File: src/sv/i64alu_pkg.sv
// ----------------------------------------------------------------------------
// i64alu_pkg
// Opcodes, error codes and field widths shared by the 64-bit integer ALU.
// ----------------------------------------------------------------------------
`default_nettype none
package i64alu_pkg;
	localparam int unsigned DataW = 64;
	localparam int unsigned OpW   = 4;
	localparam int unsigned ErrW  = 2;

	localparam logic [OpW-1:0] OP_ADD = 4'd0;
	localparam logic [OpW-1:0] OP_SUB = 4'd1;
	localparam logic [OpW-1:0] OP_MUL = 4'd2;
	localparam logic [OpW-1:0] OP_DIV = 4'd3;
	localparam logic [OpW-1:0] OP_MOD = 4'd4;
	localparam logic [OpW-1:0] OP_POW = 4'd5;
	localparam logic [OpW-1:0] OP_NEG = 4'd6;
	localparam logic [OpW-1:0] OP_EQ  = 4'd7;
	localparam logic [OpW-1:0] OP_LT  = 4'd8;
	localparam logic [OpW-1:0] OP_LE  = 4'd9;

	localparam logic [ErrW-1:0] ERR_OK   = 2'd0;
	localparam logic [ErrW-1:0] ERR_DIV0 = 2'd1;
	localparam logic [ErrW-1:0] ERR_MOD0 = 2'd2;
	localparam logic [ErrW-1:0] ERR_NEXP = 2'd3;
endpackage
`default_nettype wire

File: src/sv/int64_integer_alu.sv
// ----------------------------------------------------------------------------
// int64_integer_alu
// Signed 64-bit ALU: add, sub, mul, div, mod, pow, negate and compares,
// built around one bit-serial shift-and-add / restoring-divide unit.
// ----------------------------------------------------------------------------
// Channel  Dir  tdata (low bit up)                          tuser
// s_axis   in   req_type[3:0], operand_a[67:4], operand_b  -
//                [131:68], zero pad to 136 bits
// m_axis   out  result_value[63:0], error_code[65:64],      -
//                zero pad to 72 bits
//
// Add, subtract, negate and compares are computed at accept and go out via ST_OUT.
// Multiply and divide/remainder take one shift step per bit: 64 steps, then
// a sign fix-up in ST_DFIX for divide/remainder. Power runs one 64-step
// multiply per squaring and per set exponent bit, up to 126 multiplies.
// One item is in work at a time; the result register holds until taken.
// Reset clears the control state only.
// ----------------------------------------------------------------------------
`default_nettype none
module int64_integer_alu (
	input  wire logic         clk,
	input  wire logic         arst_n,
	input  wire logic         s_axis_tvalid,
	output logic              s_axis_tready,
	input  wire logic [135:0] s_axis_tdata,  // req_type, operand_a, operand_b
	output logic              m_axis_tvalid,
	input  wire logic         m_axis_tready,
	output logic [71:0]       m_axis_tdata   // result_value, error_code
);
	localparam int unsigned W = i64alu_pkg::DataW;

	localparam logic [3:0] ST_IDLE  = 4'd0;
	localparam logic [3:0] ST_MUL   = 4'd1;
	localparam logic [3:0] ST_DIV   = 4'd2;
	localparam logic [3:0] ST_DFIX  = 4'd3;
	localparam logic [3:0] ST_PSTEP = 4'd4;
	localparam logic [3:0] ST_PMUL  = 4'd5;
	localparam logic [3:0] ST_OUT   = 4'd6;
	localparam logic [3:0] ST_PACC  = 4'd7;
	localparam logic [3:0] ST_PSQ   = 4'd8;

	logic [3:0]     state_q;
	logic [3:0]     op_q;
	logic [W-1:0]   a_q, b_q;
	logic [W-1:0]   mcand_q, mplier_q, prod_q;
	logic [W-1:0]   rem_q, quo_q, dvsr_q;
	logic [W-1:0]   base_q, expo_q, acc_q;
	logic           pow_sq_q;
	logic [6:0]     cnt_q;
	logic [W-1:0]   res_q;
	logic [1:0]     err_q;
	logic           ovalid_q;

	logic [3:0]     in_op;
	logic [W-1:0]   in_a, in_b;
	logic [W:0]     trial;
	logic [W-1:0]   rem_sh;
	logic [W-1:0]   mag_a, mag_b;
	logic           slt;
	logic [W-1:0]   quick_res;
	logic [1:0]     quick_err;
	logic [3:0]     start_state;

	assign in_op = s_axis_tdata[3:0];
	assign in_a  = s_axis_tdata[67:4];
	assign in_b  = s_axis_tdata[131:68];
	assign mag_a = in_a[W-1] ? (~in_a + 1'b1) : in_a;
	assign mag_b = in_b[W-1] ? (~in_b + 1'b1) : in_b;
	assign slt   = $signed(in_a) < $signed(in_b);

	// Restoring divide step: shift in next dividend bit, try subtract.
	assign rem_sh = {rem_q[W-2:0], quo_q[W-1]};
	assign trial  = {1'b0, rem_sh} - {1'b0, dvsr_q};

	assign s_axis_tready = (state_q == ST_IDLE) && !ovalid_q;
	assign m_axis_tvalid = ovalid_q;
	assign m_axis_tdata  = {6'd0, err_q, res_q};

	// Combinational quick results, error checks and the first state of each request.
	always_comb begin
		quick_res   = '0;
		quick_err   = i64alu_pkg::ERR_OK;
		start_state = ST_OUT;
		case (in_op)
			i64alu_pkg::OP_ADD: quick_res = in_a + in_b;
			i64alu_pkg::OP_SUB: quick_res = in_a - in_b;
			i64alu_pkg::OP_NEG: quick_res = ~in_a + 1'b1;
			i64alu_pkg::OP_EQ:  quick_res = W'(in_a == in_b);
			i64alu_pkg::OP_LT:  quick_res = W'(slt);
			i64alu_pkg::OP_LE:  quick_res = W'(slt || in_a == in_b);
			i64alu_pkg::OP_MUL: start_state = ST_MUL;
			i64alu_pkg::OP_DIV, i64alu_pkg::OP_MOD: begin
				if (in_b == '0) begin
					quick_err = (in_op == i64alu_pkg::OP_DIV) ?
						i64alu_pkg::ERR_DIV0 : i64alu_pkg::ERR_MOD0;
				end else begin
					start_state = ST_DIV;
				end
			end
			i64alu_pkg::OP_POW: begin
				if (in_b[W-1]) begin
					quick_err = i64alu_pkg::ERR_NEXP;
				end else begin
					start_state = ST_PSTEP;
				end
			end
			default: quick_res = '0;
		endcase
	end

	// Sequencer and bit-serial datapath.
	always_ff @(posedge clk or negedge arst_n) begin
		if (!arst_n) begin
			state_q  <= ST_IDLE;
			ovalid_q <= 1'b0;
			cnt_q    <= '0;
			pow_sq_q <= 1'b0;
		end else begin
			if (ovalid_q && m_axis_tready) ovalid_q <= 1'b0;
			case (state_q)
				// Capture the request and preload every serial unit.
				ST_IDLE: begin
					if (s_axis_tvalid && s_axis_tready) begin
						op_q     <= in_op;
						a_q      <= in_a;
						b_q      <= in_b;
						err_q    <= quick_err;
						res_q    <= quick_res;
						state_q  <= start_state;
						mcand_q  <= in_a;
						mplier_q <= in_b;
						prod_q   <= '0;
						cnt_q    <= '0;
						quo_q    <= mag_a;
						dvsr_q   <= mag_b;
						rem_q    <= '0;
						base_q   <= in_a;
						expo_q   <= in_b;
						acc_q    <= W'(1);
					end
				end
				// One multiplier bit per cycle, LSB first; product wraps.
				ST_MUL, ST_PMUL: begin
					if (mplier_q[0]) prod_q <= prod_q + mcand_q;
					mcand_q  <= {mcand_q[W-2:0], 1'b0};
					mplier_q <= {1'b0, mplier_q[W-1:1]};
					cnt_q    <= cnt_q + 7'd1;
					if (cnt_q == 7'(W - 1)) begin
						if (state_q == ST_MUL) state_q <= ST_OUT;
						else state_q <= pow_sq_q ? ST_PSQ : ST_PACC;
					end
				end
				ST_DIV: begin
					if (!trial[W]) rem_q <= trial[W-1:0];
					else rem_q <= rem_sh;
					quo_q <= {quo_q[W-2:0], !trial[W]};
					cnt_q <= cnt_q + 7'd1;
					if (cnt_q == 7'(W - 1)) state_q <= ST_DFIX;
				end
				// Apply signs: quotient by sign mismatch, remainder by dividend.
				ST_DFIX: begin
					if (op_q == i64alu_pkg::OP_DIV)
						res_q <= (a_q[W-1] ^ b_q[W-1]) ? (~quo_q + 1'b1) : quo_q;
					else
						res_q <= a_q[W-1] ? (~rem_q + 1'b1) : rem_q;
					state_q <= ST_OUT;
				end
				// Power: multiply acc by base if exponent bit set, then square.
				ST_PSTEP: begin
					if (expo_q == '0) begin
						res_q   <= acc_q;
						state_q <= ST_OUT;
					end else if (expo_q[0]) begin
						mcand_q  <= acc_q;
						mplier_q <= base_q;
						prod_q   <= '0;
						cnt_q    <= '0;
						pow_sq_q <= 1'b0;
						state_q  <= ST_PMUL;
					end else begin
						mcand_q  <= base_q;
						mplier_q <= base_q;
						prod_q   <= '0;
						cnt_q    <= '0;
						pow_sq_q <= 1'b1;
						state_q  <= ST_PMUL;
					end
				end
				ST_PACC: begin
					acc_q    <= prod_q;
					mcand_q  <= base_q;
					mplier_q <= base_q;
					prod_q   <= '0;
					cnt_q    <= '0;
					pow_sq_q <= 1'b1;
					state_q  <= ST_PMUL;
				end
				ST_PSQ: begin
					base_q  <= prod_q;
					expo_q  <= {1'b0, expo_q[W-1:1]};
					state_q <= ST_PSTEP;
				end
				ST_OUT: begin
					if (op_q == i64alu_pkg::OP_MUL) res_q <= prod_q;
					ovalid_q <= 1'b1;
					state_q  <= ST_IDLE;
				end
				default: state_q <= ST_IDLE;
			endcase
		end
	end
endmodule
`default_nettype wire
File: config.mk
export PLATFORM = sky130hd
export DESIGN_NAME = int64_integer_alu
export DESIGN_NICKNAME = d
export VERILOG_FILES = /design/src/sv/i64alu_pkg.sv /design/src/sv/int64_integer_alu.sv
export SDC_FILE = /design/constraint.sdc
export NUM_CORES = 2
export LEC_CHECK = 0
export BUFFER_PORTS_ARGS = -buffer_cell sky130_fd_sc_hd__buf_2
export CAP_MARGIN = 20
export CORE_ASPECT_RATIO = 1.1
export CORE_UTILIZATION = 35
export DETAILED_ROUTE_END_ITERATION = 10
export GPL_TIMING_DRIVEN = 0
export PLACE_DENSITY = 0.59
export SLEW_MARGIN = 20
export SYNTH_ARGS = -nofsm -noshare
export SYNTH_HDL_FRONTEND = slang
export SYNTH_SLANG_ARGS = --single-unit
File: constraint.sdc
create_clock -name clk -period 18.7 [get_ports clk]
set_input_delay 1.87 -clock clk [delete_from_list [all_inputs] [get_ports clk]]
set_output_delay 1.87 -clock clk [all_outputs]
set_load 0.02 [all_outputs]
# ---- Word-level counts from Yosys, hierarchy flattened
# Index checks and enable logic that the tools add are counted.
dict set report totals {
  register_bits 787
  wordCells 144
}
dict set report classes {
  addsub 9
  order_cmp 1
  n_eq_ne 28
  muxes 51
  bitwise 5
  reduce_logical 31
}
# cell n
set ops {}
lappend ops {{$mux 64} 18}
lappend ops {{$pmux 64 s4} 4}
lappend ops {{$pmux 64 s2} 5}
lappend ops {{$pmux 64 s6} 1}
lappend ops {{$add 64x1->64 const B} 4}
lappend ops {{$not 64->64} 4}
lappend ops {{$add 64x64->64} 2}
lappend ops {{$logic_not 64->1} 2}
lappend ops {{$sub 64x64->65} 1}
lappend ops {{$eq 64x64->1} 1}
lappend ops {{$lt 64x64->1} 1}
lappend ops {{$sub 64x64->64} 1}
lappend ops {{$mux 63} 1}
lappend ops {{$eq 4x3->1 const B} 8}
lappend ops {{$pmux 4 s7} 1}
lappend ops {{$pmux 7 s4} 1}
lappend ops {{$eq 4x2->1 const B} 6}
lappend ops {{$mux 4} 5}
lappend ops {{$reduce_and 3->1} 6}
lappend ops {{$mux 7} 2}
lappend ops {{$eq 4x4->1 const B} 3}
lappend ops {{$ne 2x2->1 const B} 6}
lappend ops {{$reduce_bool 4->1} 3}
lappend ops {{$mux 2} 5}
lappend ops {{other kinds (20)} 34}

# ---- Depth between registers and ports, before layout
dict set report depth {
  depth_word 5
  mapped_depth 16
}

# ---- Worst setup path before layout
# OpenSTA, ideal clock, no wires.
dict set report synth_timing {
  kind {input -> register}
  from {input port s_axis_tvalid}
  to {register prod_q[0] (enable)}
  setup_ns 0.426
  t_arrival_ns 6.791
  required_time_ns 18.274
  setup_slack_ns 11.483
  path_stages 4
  n_path_buf 0
  cell_sequence {a21o_1 > and3b_1 > o21a_1 > o21a_1}
}
dict set report synth_via {
  elab_chain_len 3
}
# item line_no
set synth_rtl {}
lappend synth_rtl {{start, declared} int64_integer_alu.sv:23} ;# input wire logic s_axis_tvalid,
lappend synth_rtl {{$logic_and 1x1->1} int64_integer_alu.sv:123} ;# if (s_axis_tvalid && s_axis_tready) begin
lappend synth_rtl {{$ne 2x1->1 (no source line)} -}
lappend synth_rtl {{$reduce_and 5->1 (no source line)} -}
lappend synth_rtl {{end signal, assigned} int64_integer_alu.sv:144} ;# if (mplier_q[0]) prod_q <= prod_q + mcand_q;
lappend synth_rtl {{end, declared} int64_integer_alu.sv:45} ;# logic [W-1:0] mcand_q, mplier_q, prod_q;
# Every way passes these cells.
# A chain may end at the register's enable or synchronous reset.

# ---- Worst setup path in the final report
dict set report layout_timing {
  from {input port s_axis_tdata[75]}
  to {register res_q[52] (data pin)}
}
dict set report layout_via {
  elab_chain_len 4
}
# item line_no
set layout_rtl {}
lappend layout_rtl {{start, declared} int64_integer_alu.sv:25} ;# input wire logic [135:0] s_axis_tdata,
lappend layout_rtl {{$sub 64x64->64 or $add 64x64->64 (tied branches)} {int64_integer_alu.sv:86, int64_integer_alu.sv:85}}
lappend layout_rtl {{$pmux 64 s6 *} int64_integer_alu.sv:84} ;# case (in_op)
lappend layout_rtl {{$mux 64 *} int64_integer_alu.sv:123}
lappend layout_rtl {{$pmux 64 s4 *} int64_integer_alu.sv:120} ;# case (state_q)
lappend layout_rtl {{end signal, assigned} int64_integer_alu.sv:128} ;# res_q <= quick_res;
lappend layout_rtl {{end signal, assigned} int64_integer_alu.sv:163} ;# res_q <= (a_q[W-1] ^ b_q[W-1]) ? (~quo_q + 1'b1) : quo_q;
lappend layout_rtl {{end signal, assigned} int64_integer_alu.sv:165} ;# res_q <= a_q[W-1] ? (~rem_q + 1'b1) : rem_q;
lappend layout_rtl {{end, declared} int64_integer_alu.sv:50} ;# logic [W-1:0] res_q;
# Mark *: on every way between the ends. The rest lies on a longest branch, timed or not. The select of a mux whose other input is x is not followed.

==> flow_summary.ini <==
[sta]
hold_viol_final = 0
finalMaxSlewViolations = 0
finalWorstSetupSlack_ns = 11.50
finClkSkew_ns = 0.0323
fmax_mhz = 139
tightest_slew_ns = 1.37
rsz0062_at_grt = false
setup_viol = 0
holdWs_ns = 0.480
slew_headroom = 0.0783
min_period_ns = 7.20
setup_tns_ns = 0
fin_crit_sh = 0.385

[power_and_ir_drop]
clockPowerShare = 0.186
p_sw_frac = 0.470
pwr-share-seq = 0.317
vdd_drop_max_mv = 0.0797
switchingPower_mw = 3.89
power_leakage_nw = 20.6
power_density_nw_per_um2 = 145
p_comb_frac = 0.497
power_report.internal_total_mw = 4.38

[critical_path]
crit_family = compound AO/OA/AOI/OAI gates
cp_max_fo = 10
crit_buf_inv = 3
r2r-start = quo_q[63]$_DFFE_PP_
arrival_ns = 7.65
ff2ff_setup_slack_ns = 11.77
crit_type = in -> reg
worstSetupEndpointType = register
startpoint = s_axis_tdata[75]
path_cells = buf_2, inv_1, ha_1, clkbuf_1, nor3_1, nand2_1, a221oi_1, nor4_1, o311ai_0, a211oi_1, o2111a_1, o311ai_0, o31ai_1, xnor2_1, o21ai_0
crit_path_frequent_cell = o311ai_0
start_kind = input pin
critical_path.max_stage_delay_ns = 0.85
crit_slowest_cell = a221oi_1
cp.required_ns = 19.14

[worst_hold_path]
min_path_type = reg -> reg
worstHoldStart = cnt_q[6]$_DFFE_PN0P_

[synthesis]
ys_seq_area_frac = 0.391
synth_fa_ha_area_frac = 0.0660
synthMuxAreaShare = 0.0226
synth-edff-count = 648
syn_area_per_cell_um2 = 8.98
ys_async_sr_fraction = 0.0197
synth_top_cells_by_area = edfxtp_1 39%, ha_1 6.4%, o21ai_0 5.1%
synth_top_family_by_area = compound AO/OA/AOI/OAI gates
synth_flop_cell = edfxtp_1
synth_cells = 5628
synth_simple_gate_area_frac = 0.160
synth_xor_area_frac = 0.0832
yosysWarnings = 0
synth_top_area_share = 0.385
synth-compound-area-share = 0.230
synth_seq_cells = 661
yosysUniqueCellTypes = 92
synth_area_um2 = 50500
synth_top_area_cell = edfxtp_1

[clock_tree]
post_cts_buffers = 0
cts_tree = built
cts_buffers = 75
cts_sinks = 661
cts-root-buf = clkbuf_16
htreeDepth = 3
clk_latency_ns = 0.72
clk_pin_slew_ns = 0.06
cts_buffer_depth = 3
cts_resized = 0
cts_hold_buf = 0

[grt]
grt_pass1_vias = 46141
grt_pass1_wl_um = 341000
grt_max_degree = 57
grt_overflow = 0
grt.total_usage = 0.328
antenna_found_initial = 18

[detailed_routing]
wl_per_cell_um = 31.2
num_vias = 49165
drc_errors = 0
viasPerCell = 6.22
firstDrtPassIters = 10
ant_nets = 0
drtIter0Drc = 7712
drt-total-wl_um = 247000

[final_layout]
syn_to_final_growth_pct = 12.5
post-route-util = 0.399
drive_gt1_frac = 0.0815
nNetsFinal = 6335
finalNonFillerCells = 7906

[floorplan]
die_h_um = 401
num_rows = 145
die-width_um = 364
dieArea_um2 = 146000
num_io_pins = 214
coreArea_um2 = 143000
floorplan.initialDensity = 0.354

[placed_design]
gp_congestion = 1.03
post-dp-hpwl_um = 202000
port_buffers = 203
place_ws_ns = 10.93
dp.cells = 7765

[outcome]
status = complete, no violations

[run]
drv_cap = 0
==> layer usage <==
layer  wire length [um]  GRT usage  vias to the layer above
met5                 20          0                        -
met4              16100      0.188                        2
met3              24400     0.0581                      555
met2             109000      0.506                     2979
met1              97500      0.431                    23988
li1                   -          -                    21641
==> cell families after synthesis <==
| group | count (synthesis) |
|---|---|
| AOI/OAI and AO/OA | 1819 |
| muxes | 106 |
| DFF | 661 |
| buffers and inverters | 608 |
| and+or+nand+nor | 1689 |
| adders and majority gates | 264 |
| other | 1 |
| xor gates and xnor gates | 480 |
==> synthesized netlist by cell type (61+ instances only) <==
master	n
nand3_1	128
mux2_2	65
nand2_1	518
nor2_1	415
a222oi_1	100
a22oi_1	106
or3_1	61
a21o_1	116
clkbuf_1	304
nor3_1	108
edfxtp_1	648
and2_1	84
o31ai_1	84
xor2_1	191
ha_1	260
o21ai_0	511
a21oi_1	471
nor4_1	72
nand4_1	78
o21bai_1	66
xnor2_1	289
inv_1	257
==> final cells by class <==
class	instances	area (um2)
inverters	265	997
well taps	1911	2390
flip-flops and latches	661	19800
clock inverters	39	392
clock buffers	92	1990
diodes	10	25.0
plain buffers	343	1340
multi-input cells	4364	28600
fillers	14530	85700
repair buffers	221	1350
==> path summary, 6_finish.rpt <==
kind	cells after the start	to
worst min register to register	1	cnt_q[6]$_DFFE_PN0P_
min in group asynchronous	1	state_q[3]$_DFFE_PN0P_
worst min-delay path	1	cnt_q[6]$_DFFE_PN0P_
worst max-delay path	15	res_q[52]$_DFFE_PP_
max in group asynchronous	1	state_q[2]$_DFFE_PN0P_
worst max register to register	15	rem_q[37]$_SDFFCE_PN0P_
==> per-stage QoR <==
step | power (mW) | instance area [um2]
6_report | 8.27 | 56900
5_1_grt | 8.61 | 56900
4_1_cts | 8.14 | 56800
3_5_place_dp | 6.60 | 54400
3_3_place_gp | 6.60 | 54000
2_1_floorplan | 5.02 | 50600
==> cells in the final DEF (no fill, tap or decap), types with 35 or more instances in the layout <==
| cell type | netlist | final |
|---|---|---|
| a22oi_1 | 106 | 106 |
| o21bai_1 | 66 | 66 |
| ha_1 | 260 | 260 |
| nand2_1 | 518 | 516 |
| nor4_1 | 72 | 65 |
| nor2_1 | 415 | 411 |
| nand3_1 | 128 | 128 |
| and3_1 | 35 | 35 |
| or3_1 | 61 | 61 |
| a211oi_1 | 37 | 36 |
| clkbuf_1 | 304 | 311 |
| a21o_1 | 116 | 116 |
| o31ai_1 | 84 | 84 |
| a21oi_1 | 471 | 471 |
| a222oi_1 | 100 | 100 |
| nor3_1 | 108 | 106 |
| and2_1 | 84 | 84 |
| o21ai_0 | 511 | 511 |
| xnor2_1 | 289 | 289 |
| mux2i_1 | 41 | 41 |
| mux2_2 | 65 | 65 |
| nand4_1 | 78 | 78 |
| clkbuf_16 | 0 | 77 |
| a31oi_1 | 39 | 39 |
| buf_2 | 6 | 214 |
| nor2b_1 | 46 | 45 |
| nand2b_1 | 42 | 42 |
| inv_1 | 257 | 256 |
| xor2_1 | 191 | 191 |
| edfxtp_1 | 648 | 648 |
==> worst register-to-register path, cell delays in order, from the launching register on <==
cell and delay, ns:
edfxtp_1 0.68, inv_1 0.11, ha_1 0.24, fa_1 0.39, nand2b_1 0.21, a21o_1 0.23, and3_1 0.17, o311ai_0 0.85
nand4_1 0.41, a31oi_1 0.66, nor2_1 0.37, o2111a_1 0.49, nor2_1 0.68, clkbuf_1 0.85, mux2i_1 0.30, nor2_1 0.06
==> power by group through the flow <==
stage / clock [mW] / sequential, mW / combinational (mW)
floorplan: 0 / 2.58 / 2.44
global placement: 0 / 2.69 / 3.91
detailed placement: 0 / 2.63 / 3.97
CTS: 1.54 / 2.60 / 4.01
global route: 1.58 / 2.65 / 4.37
finish: 1.53 / 2.62 / 4.11
==> flip-flops by register name, indices dropped and copies added (netlist names) <==
register       count
a_q                1
acc_q             64
b_q                2
base_q            64
cnt_q              7
dvsr_q            63
err_q              2
expo_q            64
m_axis_tvalid      1
mcand_q           64
mplier_q          64
op_q               4
pow_sq_q           1
prod_q            64
quo_q             64
rem_q             64
res_q             64
state_q            4
No activity file was read; power rests on OpenSTA's default activity.
